<file path="src/rtl/iafd_pkg.sv">
// Shared types and constants for the IMU angle frame deframer.
// No dependencies.
package iafd_pkg;

	localparam int unsigned FRAME_LEN = 14;
	localparam int unsigned HOLD_LEN  = 13;
	localparam int unsigned CNT_W     = 4;
	localparam int unsigned LIMIT_W   = 31;
	localparam int unsigned ANGLE_W   = 32;

	localparam logic [LIMIT_W-1:0] LIMIT_RESET = 31'h4120_0000;
	localparam logic [CNT_W-1:0]   CNT_FULL    = 4'd13;
	localparam logic [7:0]         TRAILER_BYTE = 8'h00;

	typedef logic [7:0] byte_t;

	typedef enum logic {
		ST_HUNT,
		ST_LOCK
	} sync_state_t;

	// Decision from the control cell for the current byte.
	typedef struct packed {
		logic shift;     // item accepted, advance the chain
		logic frame_ok;  // full frame with a zero trailer present
	} ctrl_t;

endpackage

</file>
<file path="src/rtl/iafd_cell.sv">
// One byte cell of the deframer's shift chain.
// Depends on iafd_pkg.
module iafd_cell
	import iafd_pkg::*;
(
	input  logic  clk,
	input  logic  arst_n,
	input  logic  shift,
	input  byte_t d,
	output byte_t q
);

	byte_t byte_q;

	always_ff @(posedge clk or negedge arst_n) begin
		if (!arst_n) begin
			byte_q <= '0;
		end else if (shift) begin
			byte_q <= d;
		end
	end

	assign q = byte_q;

endmodule

</file>
<file path="src/rtl/iafd_ctrl.sv">
// Sync tracking and byte count for the deframer.
// Depends on iafd_pkg.
module iafd_ctrl
	import iafd_pkg::*;
(
	input  logic  clk,
	input  logic  arst_n,
	input  logic  accept,
	input  logic  trailer_zero,
	output ctrl_t ctrl
);

	sync_state_t state_q, state_d;
	logic [CNT_W-1:0] cnt_q, cnt_d;
	logic full;

	assign full = (cnt_q == CNT_FULL);

	always_ff @(posedge clk or negedge arst_n) begin
		if (!arst_n) begin
			state_q <= ST_HUNT;
			cnt_q   <= '0;
		end else begin
			state_q <= state_d;
			cnt_q   <= cnt_d;
		end
	end

	always_comb begin
		state_d = state_q;
		cnt_d   = cnt_q;
		ctrl.shift    = accept;
		ctrl.frame_ok = accept && full && trailer_zero;
		if (accept) begin
			case (state_q)
				ST_HUNT: begin
					if (!full) begin
						cnt_d = cnt_q + 1'b1;
					end else if (trailer_zero) begin
						state_d = ST_LOCK;
						cnt_d   = '0;
					end
				end
				ST_LOCK: begin
					if (!full) begin
						cnt_d = cnt_q + 1'b1;
					end else if (trailer_zero) begin
						cnt_d = '0;
					end else begin
						// trailer lost: the chain already holds the last 13 bytes
						state_d = ST_HUNT;
						cnt_d   = CNT_FULL;
					end
				end
				default: begin
					state_d = ST_HUNT;
					cnt_d   = '0;
				end
			endcase
		end
	end

endmodule

</file>
<file path="src/rtl/imu_angle_frame_deframer.sv">
// Top level of the IMU angle frame deframer: byte chain, control and output register.
// Depends on iafd_pkg, iafd_cell and iafd_ctrl.

// Takes one byte per clock unless stalled and finds 14-byte frames ending in two
// zero bytes, giving yaw, pitch and roll as IEEE-754 single bit patterns when
// every magnitude is at or below the limit (reset 10.0). The bytes pass through
// a row of 13 byte cells that always hold the last 13 bytes received, so the
// chain never stalls input; a frame is output in the cycle after its last byte.
// A single output register parts the two sides: in_ready is low only while a
// result waits and out_ready is low. Write the limit only while idle.
module imu_angle_frame_deframer
	import iafd_pkg::*;
(
	input  logic               clk,
	input  logic               arst_n,
	input  logic               in_valid,
	output logic               in_ready,
	input  logic [7:0]         rx_byte,
	output logic               out_valid,
	input  logic               out_ready,
	output logic [ANGLE_W-1:0] yaw_bits,
	output logic [ANGLE_W-1:0] pitch_bits,
	output logic [ANGLE_W-1:0] roll_bits,
	input  logic               cfg_we,
	input  logic [LIMIT_W-1:0] cfg_wdata
);

	byte_t chain [HOLD_LEN];
	byte_t chain_d [HOLD_LEN];
	ctrl_t ctrl;
	logic accept, trailer_zero, angles_ok;
	logic [LIMIT_W-1:0] limit_q;
	logic [ANGLE_W-1:0] yaw_w, pitch_w, roll_w;
	logic out_valid_q;
	logic [ANGLE_W-1:0] yaw_q, pitch_q, roll_q;

	assign in_ready = !out_valid_q || out_ready;
	assign accept   = in_valid && in_ready;

	// oldest byte in cell 0, newest enters at the far end
	for (genvar i = 0; i < HOLD_LEN; i++) begin : g_cell
		if (i == HOLD_LEN - 1) begin : g_last
			assign chain_d[i] = rx_byte;
		end else begin : g_mid
			assign chain_d[i] = chain[i+1];
		end
		iafd_cell u_cell (
			.clk    (clk),
			.arst_n (arst_n),
			.shift  (ctrl.shift),
			.d      (chain_d[i]),
			.q      (chain[i])
		);
	end

	assign trailer_zero = (chain[HOLD_LEN-1] == TRAILER_BYTE) && (rx_byte == TRAILER_BYTE);

	iafd_ctrl u_ctrl (
		.clk          (clk),
		.arst_n       (arst_n),
		.accept       (accept),
		.trailer_zero (trailer_zero),
		.ctrl         (ctrl)
	);

	assign yaw_w   = {chain[3], chain[2], chain[1], chain[0]};
	assign pitch_w = {chain[7], chain[6], chain[5], chain[4]};
	assign roll_w  = {chain[11], chain[10], chain[9], chain[8]};

	// compare magnitudes only, sign bit dropped
	assign angles_ok = (yaw_w[LIMIT_W-1:0] <= limit_q)
		&& (pitch_w[LIMIT_W-1:0] <= limit_q)
		&& (roll_w[LIMIT_W-1:0] <= limit_q);

	always_ff @(posedge clk or negedge arst_n) begin
		if (!arst_n) begin
			limit_q <= LIMIT_RESET;
		end else if (cfg_we) begin
			limit_q <= cfg_wdata;
		end
	end

	always_ff @(posedge clk or negedge arst_n) begin
		if (!arst_n) begin
			out_valid_q <= 1'b0;
		end else if (in_ready) begin
			out_valid_q <= ctrl.frame_ok && angles_ok;
		end
	end

	always_ff @(posedge clk) begin
		if (in_ready && ctrl.frame_ok && angles_ok) begin
			yaw_q   <= yaw_w;
			pitch_q <= pitch_w;
			roll_q  <= roll_w;
		end
	end

	assign out_valid  = out_valid_q;
	assign yaw_bits   = yaw_q;
	assign pitch_bits = pitch_q;
	assign roll_bits  = roll_q;

endmodule

</file>
<file path="config.mk">
export PLATFORM = sky130hd
export DESIGN_NAME = imu_angle_frame_deframer
export DESIGN_NICKNAME = d
export VERILOG_FILES = /design/src/rtl/iafd_pkg.sv /design/src/rtl/iafd_cell.sv /design/src/rtl/iafd_ctrl.sv /design/src/rtl/imu_angle_frame_deframer.sv
export SDC_FILE = /design/constraint.sdc
export NUM_CORES = 1
export LEC_CHECK = 0
export ABC_AREA = 1
export BUFFER_PORTS_ARGS = -buffer_cell sky130_fd_sc_hd__buf_2
export CORE_MARGIN = 3
export CORE_UTILIZATION = 58
export DETAILED_ROUTE_END_ITERATION = 7
export PLACE_DENSITY = 0.82
export SLEW_MARGIN = 20
export SYNTH_ARGS = -nofsm -noshare
export SYNTH_HDL_FRONTEND = slang
export SYNTH_HIERARCHICAL = 1
export SYNTH_SLANG_ARGS = --single-unit
export TNS_END_PERCENT = 20
</file>
<file path="constraint.sdc">
create_clock -name clk -period 7 [get_ports clk]
set_input_delay 0.35 -clock clk [delete_from_list [all_inputs] [get_ports clk]]
set_output_delay 0.35 -clock clk [all_outputs]
set_load 0.03 [all_outputs]
</file>
# After elaboration in Yosys (flattened, before gate mapping)
# Cells that the tools add are included.
# W data, S select, Z words.
dict set report op_classes {
  bitwise_logic 1
  n_reduce_logical 14
  n_lt_le_gt_ge 3
  muxes 9
  addsub 1
  eq_ne 2
}
# op count
set op_table {}
lappend op_table {{$le A31 B31 Y1} 3}
lappend op_table {{$logic_not A8 Y1} 2}
lappend op_table {{$mux W4} 4}
lappend op_table {{$logic_and A1 B1 Y1} 9}
lappend op_table {{$pmux W4 S2} 1}
lappend op_table {{$add A4 B1 Y4 const B} 1}
lappend op_table {{$eq A4 B4 Y1 const B} 1}
lappend op_table {{$mux W1} 3}
lappend op_table {{$ne A3 B2 Y1 const B} 1}
lappend op_table {{$pmux W1 S2} 1}
lappend op_table {{$reduce_and A2 Y1} 1}
lappend op_table {{$logic_not A1 Y1} 1}
lappend op_table {{$logic_or A1 B1 Y1} 1}
lappend op_table {{$not A1 Y1} 1}
dict set report word_totals {
  out_inout_bits 98
  wordCells 50
  register_bits 237
}

# Longest topological paths before layout
dict set report logic_depth {
  depth_word 7
  depth_mapped 14
  mapped_depth_nobuf 14
}

# Cells and area by module
# The synthesis kept the hierarchy.
# module n_inst seq_area_each_um2 area_each_um2 cells_each
set modules_own_cells {}
lappend modules_own_cells {imu_angle_frame_deframer 1 3687.3 6500.0 607}
lappend modules_own_cells {iafd_cell 13 200.2 305.3 34}
lappend modules_own_cells {iafd_ctrl 1 125.1 374.1 53}

# Worst setup path before layout
# OpenSTA, ideal clock, no wires.
dict set report synth_timing {
  kind {register -> register}
  from {register limit_q[30]}
  to {register pitch_q[0] (netlist: pitch_bits[0]), enable pin}
  stages_incl_launch_ff 12
  arrival_time_ns 5.540
  n_path_buf 0
  setup_slack_ns 0.908
  setup_ns 0.552
  path_cell_list {dfstp_2 > inv_1 > ha_1 > nand2_1 > nor2_2 > nand3_2 > nor2_2 > and2b_1 > nand4_1 > nand2_1 > nand3_1 > nor2_1}
}
dict set report synth_between {
  elab_chain_len 4
  elab_cells_between_ends 6
  cone_classes {order compare (3); reduce/logical (3)}
}
# item line
set synth_lines {}
lappend synth_lines {{start, declared} imu_angle_frame_deframer.sv:32} ;# logic [LIMIT_W-1:0] limit_q;
lappend synth_lines {{start signal, assigned} imu_angle_frame_deframer.sv:79} ;# limit_q <= cfg_wdata;
lappend synth_lines {{$le A31 B31 Y1, on equally long branches} {imu_angle_frame_deframer.sv:71, imu_angle_frame_deframer.sv:72}}
lappend synth_lines {{$logic_and A1 B1 Y1} imu_angle_frame_deframer.sv:72} ;# && (pitch_w[LIMIT_W-1:0] <= limit_q)
lappend synth_lines {{$logic_and A1 B1 Y1 *} imu_angle_frame_deframer.sv:73} ;# && (roll_w[LIMIT_W-1:0] <= limit_q);
lappend synth_lines {{$logic_and A1 B1 Y1 *} imu_angle_frame_deframer.sv:92} ;# if (in_ready && ctrl.frame_ok && angles_ok) begin
lappend synth_lines {{end signal, assigned} imu_angle_frame_deframer.sv:94} ;# pitch_q <= pitch_w;
lappend synth_lines {{end, declared} imu_angle_frame_deframer.sv:35} ;# logic [ANGLE_W-1:0] yaw_q, pitch_q, roll_q;
# Mark *: on every way between the ends. The rest lies on a longest branch, timed or not.
# A chain may end at the register's enable or synchronous reset.

# Worst setup path in the final report
dict set report layout_timing {
  from {register limit_q[30]}
  to {register roll_q[31] (netlist: roll_bits[31]), enable pin}
}
dict set report layout_between {
  elab_chain_len 4
  elab_cells_between_ends 6
  cone_classes {order compare (3); reduce/logical (3)}
}
# item line
set layout_lines {}
lappend layout_lines {{$le A31 B31 Y1, on equally long branches} {imu_angle_frame_deframer.sv:71, imu_angle_frame_deframer.sv:72}}
lappend layout_lines {{$logic_and A1 B1 Y1} imu_angle_frame_deframer.sv:72}
lappend layout_lines {{$logic_and A1 B1 Y1 *} imu_angle_frame_deframer.sv:73}
lappend layout_lines {{$logic_and A1 B1 Y1 *} imu_angle_frame_deframer.sv:92}
lappend layout_lines {{end signal, assigned} imu_angle_frame_deframer.sv:95} ;# roll_q <= roll_w;
lappend layout_lines {{end, declared} imu_angle_frame_deframer.sv:35}
# Marked as above.

==> results.yml <==
synthesis:
  ys_seq_area_share_pct: 59.2
  avgSynthCellArea_um2: 9.84
  synthCells: 1102
  synth_fp_nets: 1241
  synth_seq_cells: 237
  netlist_area_um2: 10800
  ys_types: 33
  yosysWarnings: 6
critical_path:
  critical_path_class: "register to register"
  reg2reg_slack_ns: 4.12
  crit_arrival_ns: 3.01
  worst_setup_path_end_kind: "register"
  critical_path.max_fanout: 53
  startpoint_type: "register"
  crit_required_ns: 7.13
global_routing:
  grt_pass1_vias: 7863
  grtUsageTotal_pct: 25.8
  grt_pass1_wl_um: 41200
  antenna_found_initial: 0
  grt_max_degree: 80
  grt_overflow_total: 0
detailed_routing:
  drcViolationCount: 0
  dr_wl_met3_um: 2060
  dr.pass1.iters: 5
  routedWlPerCell_um: 17.4
  drt_iter0_drc: 679
  via_per_inst: 5.39
  wl_um: 26200
  dr_wl_met2_um: 12500
  dr_total_vias: 8094
  routedLengthMet1_um: 10700
  antenna_left: 0
  routed.top_layer: "met4"
final_layout:
  seqCellArea_um2: 6410
  drive_gt1_share_pct: 17.7
  multi_input_area_um2: 3870
  fillers: 1304
  finish.net_count: 1394
  syn_to_final_growth_pct: 15.5
  n_antenna_cell: 0
sta:
  relSlewSlack_pct: 33.6
  clock_skew_ns: 0.0141
  drv_slew: 0
  fin_tns_setup_ns: 0
  max_freq_mhz: 347
  post-route-min-period_ns: 2.88
  worst_slew_pin_slew_ns: 0.996
  hold_violations: 0
  rsz0062_at_grt: "false"
  fin_ws_ns: 4.12
  setup_violations: 0
  fin_crit_sh_pct: 41.1
clock_network:
  numClockSinks: 237
  cts_setup_buffers: 0
  cts_buffer_depth: 3
  numCtsBuffers: 24
  cts_resized: 0
  root_buffer: "clkbuf_16"
  htreeDepth: 1
  cts.clk_slew.worst_paths_ns: 0.06
  cts_tree: "done"
  hold_buffers: 1
  clock_latency_ns: 0.51
placement:
  dp_hpwl_um: 18100
  numPortBuffers: 141
  gp_congestion: 0.882
  pre_cts_ws_ns: 4.18
floorplan:
  core_um2: 18100
  die_x_um: 143
  fp-row-count: 49
  die_area_um2: 20400
  die_h_um: 143
  initial_core_util_pct: 59.7
  ioPinCount: 142
run:
  maxCapViolations: 0
status:
  outcome: "complete, no violations"
pwr:
  fin_total_pwr_mw: 3.55
  power_density_nw_per_um2: 283
  leakage_nw: 6.50
  peakVddDrop_mv: 0.149
hold_path:
  hold_path.class: "input pin to register"
## critical path, cell delays in order, from the launching register on
cell and delay, ns:
dfstp_2 0.51, inv_1 0.07, ha_1 0.30, nand2_1 0.08
nor2_2 0.15, nand3_2 0.08, nor2_2 0.11, and2b_1 0.17
nand4_1 0.09, nand2_1 0.11, nand3_1 0.11, nor2_4 0.11
buf_4 0.54
## area by class of cell
cell class	instances	area share, %
clock buffers	38	5.87
clock inverters	6	0.270
flip-flops and latches	237	51.2
well taps	229	2.29
repair buffers	148	6.29
multi-input cells	739	30.9
inverters	105	3.15
## final timing paths
path	endpoint	depth (start not counted)	startpoint
setup / recovery	roll_bits[31]	12	limit_q[30]
hold / removal	limit_q[25]	3	cfg_wdata[25]
setup reg to reg	roll_bits[31]	12	limit_q[30]
hold reg to reg	pitch_bits[31]	0	g_cell[7].u_cell/q[7]
max in group asynchronous	limit_q[21]	4	arst_n
min in group asynchronous	limit_q[11]	2	arst_n
## power by group
group | total (mW) | leakage, nW | switching [mW] | internal [mW]
clock network | 1.23 | 0.384 | 0.510 | 0.720
registers | 1.75 | 2.68 | 0.165 | 1.58
logic | 0.569 | 3.43 | 0.352 | 0.216
## through the flow
stage               utilization (%)  instance area [um2]  hold WS, ns  instances
floorplan                         -                10800       0.0544       1102
global placement               64.5                11700        0.365       1456
detailed placement             64.5                11700        0.373       1456
CTS                            68.8                12500       0.0408       1501
global route                   69.0                12500       0.0486       1502
finish                         69.0                12500       0.0461       1502
## layer usage
| layer | vias up | global-route usage (%) |
|---|---|---|
| met5 | - | 0 |
| met4 | 0 | 8.60 |
| met3 | 74 | 4.96 |
| met2 | 377 | 42.5 |
| met1 | 3790 | 34.7 |
| li1 | 3853 | - |
## synth_stat cells, drive strengths merged
cell type  instances  area [um2]
nand2            504        1910
dfrtp            138        3450
inv              103         387
edfxtp            96        2880
ha                95        1190
o21ai             33         173
a21oi             31         155
nor2              27         114
nand3             19         100
buf               14         154
nand4              8        50.1
clkbuf             7        26.3
nor3               5        35.0
nor4               5        31.3
a21o               4        30.0
dfstp              3        78.8
and3               2        12.5
clkinv             2        7.51
and2b              1        7.51
mux2               1        11.3
nor2b              1        6.26
o21a               1        7.51
o21bai             1        11.3
or2                1        6.26
## logic make-up (layout without fill, tap and decap cells)
kind of cell	count (synthesis)	after routing	share of synthesized area (%)
simple gates	573	573	21.0
fa+ha+maj	95	95	11.0
buf+inv	126	297	5.30
flops	237	237	59.2
compound gates	70	70	3.47
mux	1	1	0.104
## cell usage in the layout (no fill, tap or decap), types with 2 or more instances in the layout
cell type / instances
nor2_1: 22
inv_1: 83
nor4_1: 5
o21ai_2: 2
ha_1: 95
nor2_4: 3
a21oi_1: 31
dfrtp_1: 138
nand2_1: 499
nor3_1: 3
edfxtp_1: 96
and3_1: 2
nor2_2: 2
buf_4: 5
inv_2: 20
nand3_1: 18
clkbuf_8: 6
clkbuf_16: 25
dfstp_2: 3
clkbuf_1: 7
nand4_1: 8
buf_2: 140
nand2_2: 3
clkinv_1: 2
clkinv_2: 5
nand2_4: 2
o21ai_0: 31
a21o_1: 4
nor3_2: 2
## sequential cells by signal, indices dropped and copies added, names as in the netlist, named ones only
register         count
u_ctrl/cnt_q         4
roll_bits           32
pitch_bits          32
limit_q             31
yaw_bits            32
out_valid            1
g_cell.u_cell/q    104
(Power assumes the default switching activity.)
